$ cat src/rtl/ccl_pkg.sv
// ----------------------------------------------------------------------------
// ccl_pkg
// Shared types and constants for the coalescent log-likelihood gradient block.
// ----------------------------------------------------------------------------
package ccl_pkg;

  localparam int HeightW = 48;
  localparam int IndexW  = 9;
  localparam int SlotW   = 8;
  localparam int RegW    = 32;
  localparam int SumW    = 64;
  localparam int CfgIdxW = 2;

  localparam logic [IndexW-1:0] LineageMax = 9'd511;

  // configuration register indexes
  localparam logic [CfgIdxW-1:0] CFG_LEAF_COUNT = 2'd0;
  localparam logic [CfgIdxW-1:0] CFG_INV_THETA  = 2'd1;
  localparam logic [CfgIdxW-1:0] CFG_LOG_THETA  = 2'd2;

  // one datapath step per controller state
  typedef enum logic [4:0] {
    DP_NOP,
    DP_LOAD,
    DP_EVENT,
    DP_MUL_LO,
    DP_MUL_HI,
    DP_COMBINE,
    DP_ACCUM,
    DP_GRAD,
    DP_T0,
    DP_T1,
    DP_T2,
    DP_T3,
    DP_T4,
    DP_T5,
    DP_T6,
    DP_T7,
    DP_TOTALS
  } dp_op_t;

  typedef struct packed {
    dp_op_t op;
  } ccl_cmd_t;

  typedef struct packed {
    logic first_seen;
    logic internal;
    logic last;
    logic out_free;
  } ccl_status_t;

endpackage

$ cat src/rtl/ccl_ctrl.sv
// ----------------------------------------------------------------------------
// ccl_ctrl
// Sequencer for the event, gradient and totals steps of the datapath.
// ----------------------------------------------------------------------------
module ccl_ctrl
  import ccl_pkg::*;
(
  input  logic        clk,
  input  logic        rst,
  input  logic        in_valid,
  output logic        in_ready,
  input  ccl_status_t st,
  output ccl_cmd_t    cmd
);

  typedef enum logic [4:0] {
    S_IDLE,
    S_EVENT,
    S_MUL_LO,
    S_MUL_HI,
    S_COMBINE,
    S_ACCUM,
    S_GRAD,
    S_T0,
    S_T1,
    S_T2,
    S_T3,
    S_T4,
    S_T5,
    S_T6,
    S_T7,
    S_TOTALS
  } state_t;

  state_t state;
  state_t state_next;

  assign in_ready = (state == S_IDLE);

  always_comb begin
    state_next = state;
    cmd.op     = DP_NOP;
    unique case (state)
      S_IDLE: begin
        if (in_valid) begin
          cmd.op     = DP_LOAD;
          state_next = S_EVENT;
        end
      end
      S_EVENT: begin
        cmd.op = DP_EVENT;
        if (st.first_seen) begin
          state_next = S_MUL_LO;
        end else begin
          state_next = st.last ? S_T0 : S_IDLE;
        end
      end
      S_MUL_LO: begin
        cmd.op     = DP_MUL_LO;
        state_next = S_MUL_HI;
      end
      S_MUL_HI: begin
        cmd.op     = DP_MUL_HI;
        state_next = S_COMBINE;
      end
      S_COMBINE: begin
        cmd.op     = DP_COMBINE;
        state_next = S_ACCUM;
      end
      S_ACCUM: begin
        cmd.op = DP_ACCUM;
        if (st.internal) begin
          state_next = S_GRAD;
        end else begin
          state_next = st.last ? S_T0 : S_IDLE;
        end
      end
      S_GRAD: begin
        if (st.out_free) begin
          cmd.op     = DP_GRAD;
          state_next = st.last ? S_T0 : S_IDLE;
        end
      end
      S_T0: begin
        cmd.op     = DP_T0;
        state_next = S_T1;
      end
      S_T1: begin
        cmd.op     = DP_T1;
        state_next = S_T2;
      end
      S_T2: begin
        cmd.op     = DP_T2;
        state_next = S_T3;
      end
      S_T3: begin
        cmd.op     = DP_T3;
        state_next = S_T4;
      end
      S_T4: begin
        cmd.op     = DP_T4;
        state_next = S_T5;
      end
      S_T5: begin
        cmd.op     = DP_T5;
        state_next = S_T6;
      end
      S_T6: begin
        cmd.op     = DP_T6;
        state_next = S_T7;
      end
      S_T7: begin
        cmd.op     = DP_T7;
        state_next = S_TOTALS;
      end
      S_TOTALS: begin
        if (st.out_free) begin
          cmd.op     = DP_TOTALS;
          state_next = S_IDLE;
        end
      end
      default: begin
        state_next = S_IDLE;
      end
    endcase
  end

  always_ff @(posedge clk) begin
    if (rst) begin
      state <= S_IDLE;
    end else begin
      state <= state_next;
    end
  end

`ifndef SYNTHESIS
  a_accept_starts_event: assert property (@(posedge clk) disable iff (rst)
    (in_valid && in_ready) |=> (state == S_EVENT))
    else $error("accepted transaction did not start an event");

  a_totals_returns_idle: assert property (@(posedge clk) disable iff (rst)
    (cmd.op == DP_TOTALS) |=> in_ready)
    else $error("block not ready after totals");
`endif

endmodule

$ cat config.mk
export PLATFORM = sky130hd
export DESIGN_NAME = ccl_ctrl
export DESIGN_NICKNAME = d
export VERILOG_FILES = /design/src/rtl/ccl_pkg.sv /design/src/rtl/ccl_ctrl.sv
export SDC_FILE = /design/constraint.sdc
export NUM_CORES = 1
export LEC_CHECK = 0
export ABC_AREA = 0
export BUFFER_PORTS_ARGS = -buffer_cell sky130_fd_sc_hd__buf_4
export CORE_AREA = 2 2 39 41
export DETAILED_ROUTE_END_ITERATION = 10
export DIE_AREA = 0 0 41 43
export GPL_TIMING_DRIVEN = 0
export PLACE_DENSITY = 0.55
export SYNTH_ARGS = -nofsm -noshare
export SYNTH_HDL_FRONTEND = slang
export SYNTH_SLANG_ARGS = --single-unit
$ cat constraint.sdc
create_clock -name clk -period 2.7 [get_ports clk]
set_clock_uncertainty 0.05 [all_clocks]
set_input_delay 0.81 -clock clk [delete_from_list [all_inputs] [get_ports clk]]
set_output_delay 0.81 -clock clk [all_outputs]
set_load 0.02 [all_outputs]
# Yosys cells after proc, flatten, opt, wreduce, memory -nomap -nowiden

Index checks and enable logic that the tools add are counted.

Flip-flop bits (word level): 5
Input bits: 7
Output and inout port bits: 6
Logic and storage cells: 32

Equality and inequality tests: 18
Muxes and demuxes: 11
Reductions and logical operators: 2

Operators with widths:

| cell               | count |
|---|---|
| $pmux 5 s16        | 2 |
| $eq 5x4->1 const B | 8 |
| $eq 5x3->1 const B | 4 |
| $mux 5             | 4 |
| $mux 3             | 4 |
| $eq 5x2->1 const B | 2 |
| $ne 2x2->1 const B | 3 |
| $eq 5x1->1 const B | 1 |
| $logic_not 5->1    | 1 |
| $reduce_and 3->1   | 1 |
| $mux 1             | 1 |

# Logic depth before layout (Yosys ltp)

Gate-level depths: netlist of run 1.

Word-level depth: 3
Depth in mapped cells: 5
Gate-level depth less buffers: 4

# Worst setup path after synthesis of run 1

Ideal clock, no wire load.

Path type: input to output
Start: input st[0] (netlist bit)
End: output cmd[1] (netlist bit)
Data arrival time: 1.442 ns
Data required time: 1.840 ns
Setup slack: 0.398 ns
Stages: 3
Path buffers: 0
Cells stage by stage: inv_1 > and2_0 > o21ai_0

RTL lines:

| element            | RTL line       | text |
|---|---|---|
| start: declaration | ccl_ctrl.sv:12 | `input ccl_status_t st,` |
| end: declaration   | ccl_ctrl.sv:13 | `output ccl_cmd_t cmd` |

==> results of run 1 <==
-- worst paths after layout --
path	from	endpoint	slack (ps)	cells after the start
setup / recovery	in_valid	cmd[0]	240	5
hold / removal	rst	state[3]	710	2
setup reg to reg	state[1]	state[2]	1220	4
hold reg to reg	state[2]	state[2]	720	3
-- per-layer routing --
metal / routed length [um] / global-route usage
met1: 502 / 0.196
met2: 498 / 0.197
met3: 81 / 0.0628
met4: 0 / 0.0467
met5: 0 / 0
-- logic make-up after synthesis --
kind of cell	after synthesis
buffers and inverters	5
AO/OA/AOI/OAI	19
XOR/XNOR	2
AND/OR/NAND/NOR	26
flip-flops	4
-- power by group --
part	switching, mW	internal, mW
clock network	0.0261	0.0498
logic	0.0660	0.0666
registers	0.0121	0.0653
total	0.104	0.182
-- final cells by class --
cell class / count / area share
Clock buffer: 3 / 0.0395
Timing Repair Buffer: 12 / 0.158
Multi-Input combinational cell: 47 / 0.559
Sequential cell: 4 / 0.140
Tap cell: 16 / 0.0351
Buffer: 4 / 0.0614
Inverter: 1 / 0.00658
-- cells in the mapped netlist (2+ instances only) --
library cell  number
dfxtp_1            4
o21ai_0            2
nand3b_1           2
buf_6              2
nand2b_1           3
a211oi_1           3
nor2_1             4
nand2_1            2
a21oi_1            4
a21o_1             2
nor2b_1            3
-- worst max-delay path, cell delays in order --
cell,delay [ps]
buf_4,100
or3_1,320
a21oi_1,160
nor2_1,50
buf_4,150
==> results_dict.tcl, run 1 <==
set metrics [dict create \
    dp_slack_ps 243 \
    post-cts-setup-buffers 0 \
    fin_nets 80 \
    synth_nets 63 \
    grt_pass1_wl_um 1730 \
    hp-class "in2reg" \
    cts_hold_buffers 0 \
    grt_pass1_vias 399 \
    routabilityCongestion 0.782 \
    synth_compound_area_frac 0.300 \
    status "completed" \
    synthCells 56 \
    clkLatencyLatePin_ps 240 \
    yosys.area.top_type "dfxtp_1" \
    synth_edf_count 0 \
    overflow 0 \
    grt_max_degree 11 \
    ys_ff_latch 4 \
    yosysWarningCount 0 \
    critPathKind "in2out" \
    layout_commonest_cell "buf_4" \
    ant_nets 0 \
    cp_max_fo 2 \
    nFillCells 144 \
    drtIter0Drc 7 \
    cts_tree "done" \
    period_needed_ps 2460 \
    largest_register_ffs 4 \
    via_per_inst 5.40 \
    placed_area_um2 548 \
    dieArea_um2 1760 \
    top_register "state" \
    cts.sinks 4 \
    min_period_over_period 0.911 \
    worst_slew_pin_slew_ps 320 \
    synth_top_family_by_area "simple AND/OR/NAND/NOR gates" \
    reg_top3 "state x4" \
    rsz0062_at_grt "false" \
    report.final.setup_viol 0 \
    ys_top_cells_by_area "dfxtp_1 (18%), a211oi_1 (5.1%), buf_6 (5.1%)" \
    die_h_um 43 \
    via_count 470 \
    synth_top_cell_area_share 0.183 \
    rows 14 \
    cts.clk_slew.worst_paths_ps 40 \
    fin_cells 87 \
    grt_usage 0.144 \
    seq_area_frac_synth 0.183 \
    htree_levels 1 \
    slew_headroom 0.784 \
    worst_slack_ps 239 \
    ioPinCount 13 \
    hold_viol_final 0 \
    cts_buffer_depth 2 \
    crit_arrival_ps 1600 \
    seq_area_um2 80.1 \
    vdd_drop_max_uv 284 \
    drc 0 \
    drive_above_1_share 0.310 \
    leakage_nw 0.237 \
    critPathLaunchType "input port" \
    dieWidth_um 41 \
    netlist_area_um2 438 \
    io_buffers 12 \
    dp_hpwl_um 795 \
    p_per_area_nw_per_um2 501 \
    p_total_uw 286 \
    finalInstanceArea_um2 571 \
    syn_avg_cell_area_um2 7.82 \
    antenna_found_initial 0 \
    yosys.cell_types.count 36 \
    root_buffer "clkbuf_4" \
    async_flop_share 0 \
    dp_cells 84 \
    syn_to_final_growth_pct 30.3 \
    synthAdderAreaFrac 0 \
    wl_per_cell_um 12.4 \
    synthMuxAreaShare 0 \
    worstPathRequired_ps 1840 \
    utilization 0.412 \
    cts_made_buffers 3 \
    drtPass1Iterations 4 \
    antenna_cells 0 \
    synth-main-ff-cell "dfxtp_1" \
    synth_xor_area_frac 0.0400 \
    synth-simple-area-share 0.389 \
    layout_common_cells "buf_4 (13), a21oi_1 (4), nor2_1 (4), dfxtp_1 (4)" \
    multi_input_area_um2 319 \
    routed_wl_um 1080 \
    whs_ps 712 \
    cts_resized 0 \
    initial_core_util 0.316 \
    fin_setup_tns_ps 0 \
    max_cap_viol_count 0 \
    endpoint_kind "primary output" \
    finalMaxSlewViolations 0 \
    fmax_mhz 406 \
    core_area_um2 1380 \
]
Note: power is estimated with default switching activity, not from simulation.
==> run 2: changes to the inputs <==
CORE_AREA = 3 3 40 42   (was 2 2 39 41)
DIE_AREA = 0 0 43 45   (was 0 0 41 43)
REMOVE_ABC_BUFFERS = 1   (was not set)
==> run 2 against run 1 <==
Register-to-register slack worse by 160 ps. Final area shrank 6.4%. Via count shrank 4.7%. Die area grew 9.8%. Utilization up 0.35 points. Final cell count decreased by 5.7%. Power shrank 5.2%. Critical endpoint unchanged. Sequential power grew 16%. Clock power fell by 5.0%.
==> results_dict.tcl, run 2 (synthesis results as in run 1) <==
set metrics [dict create \
    status "completed" \
    max_cap_viol_count 0 \
    finalMaxSlewViolations 0 \
    reg_top3 "state x4" \
    vdd_drop_max_uv 161 \
    utilization 0.416 \
    io_buffers 12 \
    grt_pass1_vias 465 \
    drc 0 \
    cts_hold_buffers 0 \
    fmax_mhz 404 \
    core_area_um2 1280 \
    leakage_nw 0.214 \
    min_period_over_period 0.917 \
    cts.sinks 4 \
    grt_max_degree 18 \
    htree_levels 1 \
    cts_made_buffers 3 \
    critPathLaunchType "input port" \
    dp_hpwl_um 744 \
    antenna_found_initial 0 \
    endpoint_kind "primary output" \
    rsz0062_at_grt "false" \
    drive_above_1_share 0.269 \
    cp_max_fo 2 \
    drtIter0Drc 1 \
    clkLatencyLatePin_ps 230 \
    die_h_um 45 \
    hp-class "in2reg" \
    largest_register_ffs 4 \
    layout_commonest_cell "buf_4" \
    crit_arrival_ps 1620 \
    critPathKind "in2out" \
    syn_to_final_growth_pct 22.0 \
    dieArea_um2 1940 \
    grt_pass1_wl_um 1920 \
    rows 13 \
    antenna_cells 0 \
    worst_slew_pin_slew_ps 591 \
    fin_nets 76 \
    top_register "state" \
    cts.clk_slew.worst_paths_ps 40 \
    wl_per_cell_um 12.7 \
    ioPinCount 13 \
    overflow 0 \
    drtPass1Iterations 3 \
    slew_headroom 0.606 \
    cts_tree "done" \
    cts_resized 0 \
    fin_setup_tns_ps 0 \
    p_per_area_nw_per_um2 508 \
    via_count 448 \
    routabilityCongestion 0.731 \
    post-cts-setup-buffers 0 \
    root_buffer "clkbuf_4" \
    ant_nets 0 \
    grt_usage 0.126 \
    dieWidth_um 43 \
    layout_common_cells "buf_4 (12), a21oi_1 (4), nor2_1 (4), dfxtp_1 (4)" \
    via_per_inst 5.46 \
    worstPathRequired_ps 1840 \
    cts_buffer_depth 2 \
    hold_viol_final 0 \
    initial_core_util 0.341 \
    report.final.setup_viol 0 \
    period_needed_ps 2480 \
    routed_wl_um 1040 \
]
==> run 2: cell types whose count changed in the layout (fill, tap and decap cells not counted), sizes merged <==
cell / delta
buf: -4
==> run 2: report_power, final <==
group	total [mW]	switching [mW]	internal, mW
clock	0.0721	0.0225	0.0496
combinational	0.109	0.0514	0.0579
sequential	0.0898	0.0245	0.0653
total	0.271	0.0984	0.173
==> run 2: through the flow <==
| step | worst slack, ps | area [um2] | power, mW | std cells | hold WS [ps] |
|---|---|---|---|---|---|
| 2_1_floorplan | 398 | 403 | 0.156 | 52 | 620 |
| 3_3_place_gp | 222 | 512 | 0.199 | 79 | 717 |
| 3_5_place_dp | 217 | 512 | 0.201 | 79 | 718 |
| 4_1_cts | 213 | 534 | 0.274 | 82 | 715 |
| 5_1_grt | 159 | 534 | 0.292 | 82 | 722 |
| 6_report | 223 | 534 | 0.271 | 82 | 723 |
==> run 2: worst paths after layout <==
check                start  endpoint  slack (ps)  depth (start not counted)
hold reg to reg   state[3]  state[1]         730                          3
setup / recovery  in_valid    cmd[0]         220                          5
setup reg to reg  state[1]  state[2]        1060                          4
hold / removal         rst  state[1]         720                          2
==> run 2: area by class of cell <==
cell class,count,area [um2]
Tap cell,15,18.8
Multi-Input combinational cell,47,319
Sequential cell,4,80.1
Timing Repair Buffer,12,90.1
Inverter,1,3.75
Clock buffer,3,22.5
Fill cell,142,751
==> run 2: metal layers <==
| layer | track usage | routed length (um) |
|---|---|---|
| met1 | 0.163 | 494 |
| met2 | 0.213 | 511 |
| met3 | 0 | 32 |
| met4 | 0.0723 | 0 |
| met5 | 0 | 0 |
==> run 2: worst max-delay path: stages <==
cell,delay (ps)
buf_4,100
or3_1,320
a21oi_1,150
nor2_1,50
buf_4,180
==> run 3: changes to the inputs <==
CORE_AREA = 4 4 41 43   (was 3 3 40 42)
DIE_AREA = 0 0 45 47   (was 0 0 43 45)
SLEW_MARGIN = 0   (was not set)
==> run 3 against run 2 <==
Final cell count did not move. Setup slack got worse by 5.7 ps. Critical path type unchanged. First-iteration DRC count rose to 4.0 times the previous value. Global-route usage fell by 2.3 points. Final area did not move. Utilization fell by 0.52 points. Clock-buffer cell count did not move. Critical path depth did not move. Maximum frequency fell by 0.23%. Clock power fell by 2%. Register-to-register slack improved by 20 ps.
==> results_dict.tcl, run 3 (synthesis results as in run 1) <==
set metrics [dict create \
    grt_max_degree 18 \
    utilization 0.411 \
    drtPass1Iterations 4 \
    top_register "state" \
    post-cts-setup-buffers 0 \
    worstPathRequired_ps 1840 \
    initial_core_util 0.337 \
    hp-class "reg2reg" \
    syn_to_final_growth_pct 22.0 \
    dieWidth_um 45 \
    cts.sinks 4 \
    routed_wl_um 991 \
    endpoint_kind "primary output" \
    rsz0062_at_grt "false" \
    report.final.setup_viol 0 \
    via_per_inst 5.34 \
    p_total_uw 269 \
    drtIter0Drc 4 \
    vdd_drop_max_uv 147 \
    grt_pass1_vias 406 \
    critPathCapture "cmd[0]" \
    r2r_slack_ps 1080 \
    regToRegEndpoint "state[0]" \
    io_buffers 12 \
    grt_usage 0.103 \
    cts_buffer_depth 2 \
    layout_commonest_cell "buf_4" \
    internal_power_uw 173 \
    dieArea_um2 2120 \
    cts.clk_slew.worst_paths_ps 30 \
    wl_per_cell_um 12.1 \
    fmax_mhz 403 \
    grt_pass1_wl_um 1610 \
    fin_setup_tns_ps 0 \
    min_period_over_period 0.920 \
    p_per_area_nw_per_um2 504 \
    critPathLaunchType "input port" \
    via_count 438 \
    rows 13 \
    switching_share 0.358 \
    drt-met1-wl_um 468 \
    antenna_cells 0 \
    cts_made_buffers 3 \
    antenna_found_initial 0 \
    cts_resized 0 \
    ioPinCount 13 \
    dp_hpwl_um 701 \
    layout_common_cells "buf_4 (12), a21oi_1 (4), nor2_1 (4), dfxtp_1 (4)" \
    leakage_nw 0.214 \
    pwr-share-seq 0.334 \
    drive_above_1_share 0.269 \
    hold_viol_final 0 \
    overflow 0 \
    fin_nets 76 \
    r2r-start "state[1]" \
    status "completed" \
    p_sw_uw 96.4 \
    max_cap_viol_count 0 \
    drc 0 \
    root_buffer "clkbuf_4" \
    cp_max_fo 2 \
    clkLatencyLatePin_ps 230 \
    worst_slew_pin_slew_ps 586 \
    slew_headroom 0.609 \
    finalMaxSlewViolations 0 \
    die_h_um 47 \
    htree_levels 1 \
    startpoint "in_valid" \
    reg_top3 "state x4" \
    largest_register_ffs 4 \
    ant_nets 0 \
    clockPowerShare 0.263 \
    routabilityCongestion 0.771 \
    crit_arrival_ps 1620 \
    route.met2.wl_um 490 \
    cts_hold_buffers 0 \
    period_needed_ps 2480 \
    worst_slack_ps 217 \
    pwr-share-comb 0.404 \
    core_area_um2 1300 \
    dp_slack_ps 213 \
    route.met3.wl_um 20 \
    reg2regPathDepth 4 \
    nFillCells 153 \
    critPathKind "in2out" \
    topRoutingLayerUsed "met4" \
    cts_tree "done" \
]
==> run 3: area by class of cell <==
type	instances	area (um2)	area share
clock buffer	3	22.5	0.0422
inverter	1	3.75	0.00703
multi-input combinational	47	319	0.597
sequential	4	80.1	0.150
tap	15	18.8	0.0351
timing repair buffer	12	90.1	0.169
==> run 3: layer usage <==
metal | global-route usage | up-vias
li1 | - | 232
met1 | 0.125 | 198
met2 | 0.186 | 6
met3 | 0 | 2
met4 | 0.0526 | 0
met5 | 0 | -
==> run 3: critical path, stage by stage <==
cell and delay [ps]:
buf_4 100, or3_1 320, a21oi_1 150, nor2_1 50
buf_4 180
==> run 3: how the worst min path moves through the flow <==
stage | startpoint | endpoint | slack (ps) | depth (start not counted)
final | state[3] | state[1] | 710 | 3
after global placement | state[3] | state[1] | 720 | 3
after global routing | rst | state[0] | 730 | 2
after CTS | state[3] | state[1] | 710 | 3
after floorplan | state[3] | state[1] | 620 | 3
after detailed placement | state[3] | state[1] | 700 | 3
==> run 3: metrics by stage <==
step / std cells / hold WS (ps) / cell area [um2]
2_1_floorplan: 52 / 620 / 403
3_3_place_gp: 79 / 722 / 512
3_5_place_dp: 79 / 702 / 512
4_1_cts: 82 / 710 / 534
5_1_grt: 82 / 725 / 534
6_report: 82 / 706 / 534
==> run 3: power groups by stage <==
stage	Clock, mW	Combinational (mW)	Sequential (mW)
6_report	0.0707	0.109	0.0898
5_1_grt	0.0740	0.120	0.0925
4_1_cts	0.0724	0.110	0.0895
3_5_place_dp	0	0.109	0.0904
3_3_place_gp	0	0.109	0.0909
2_1_floorplan	0	0.0734	0.0831
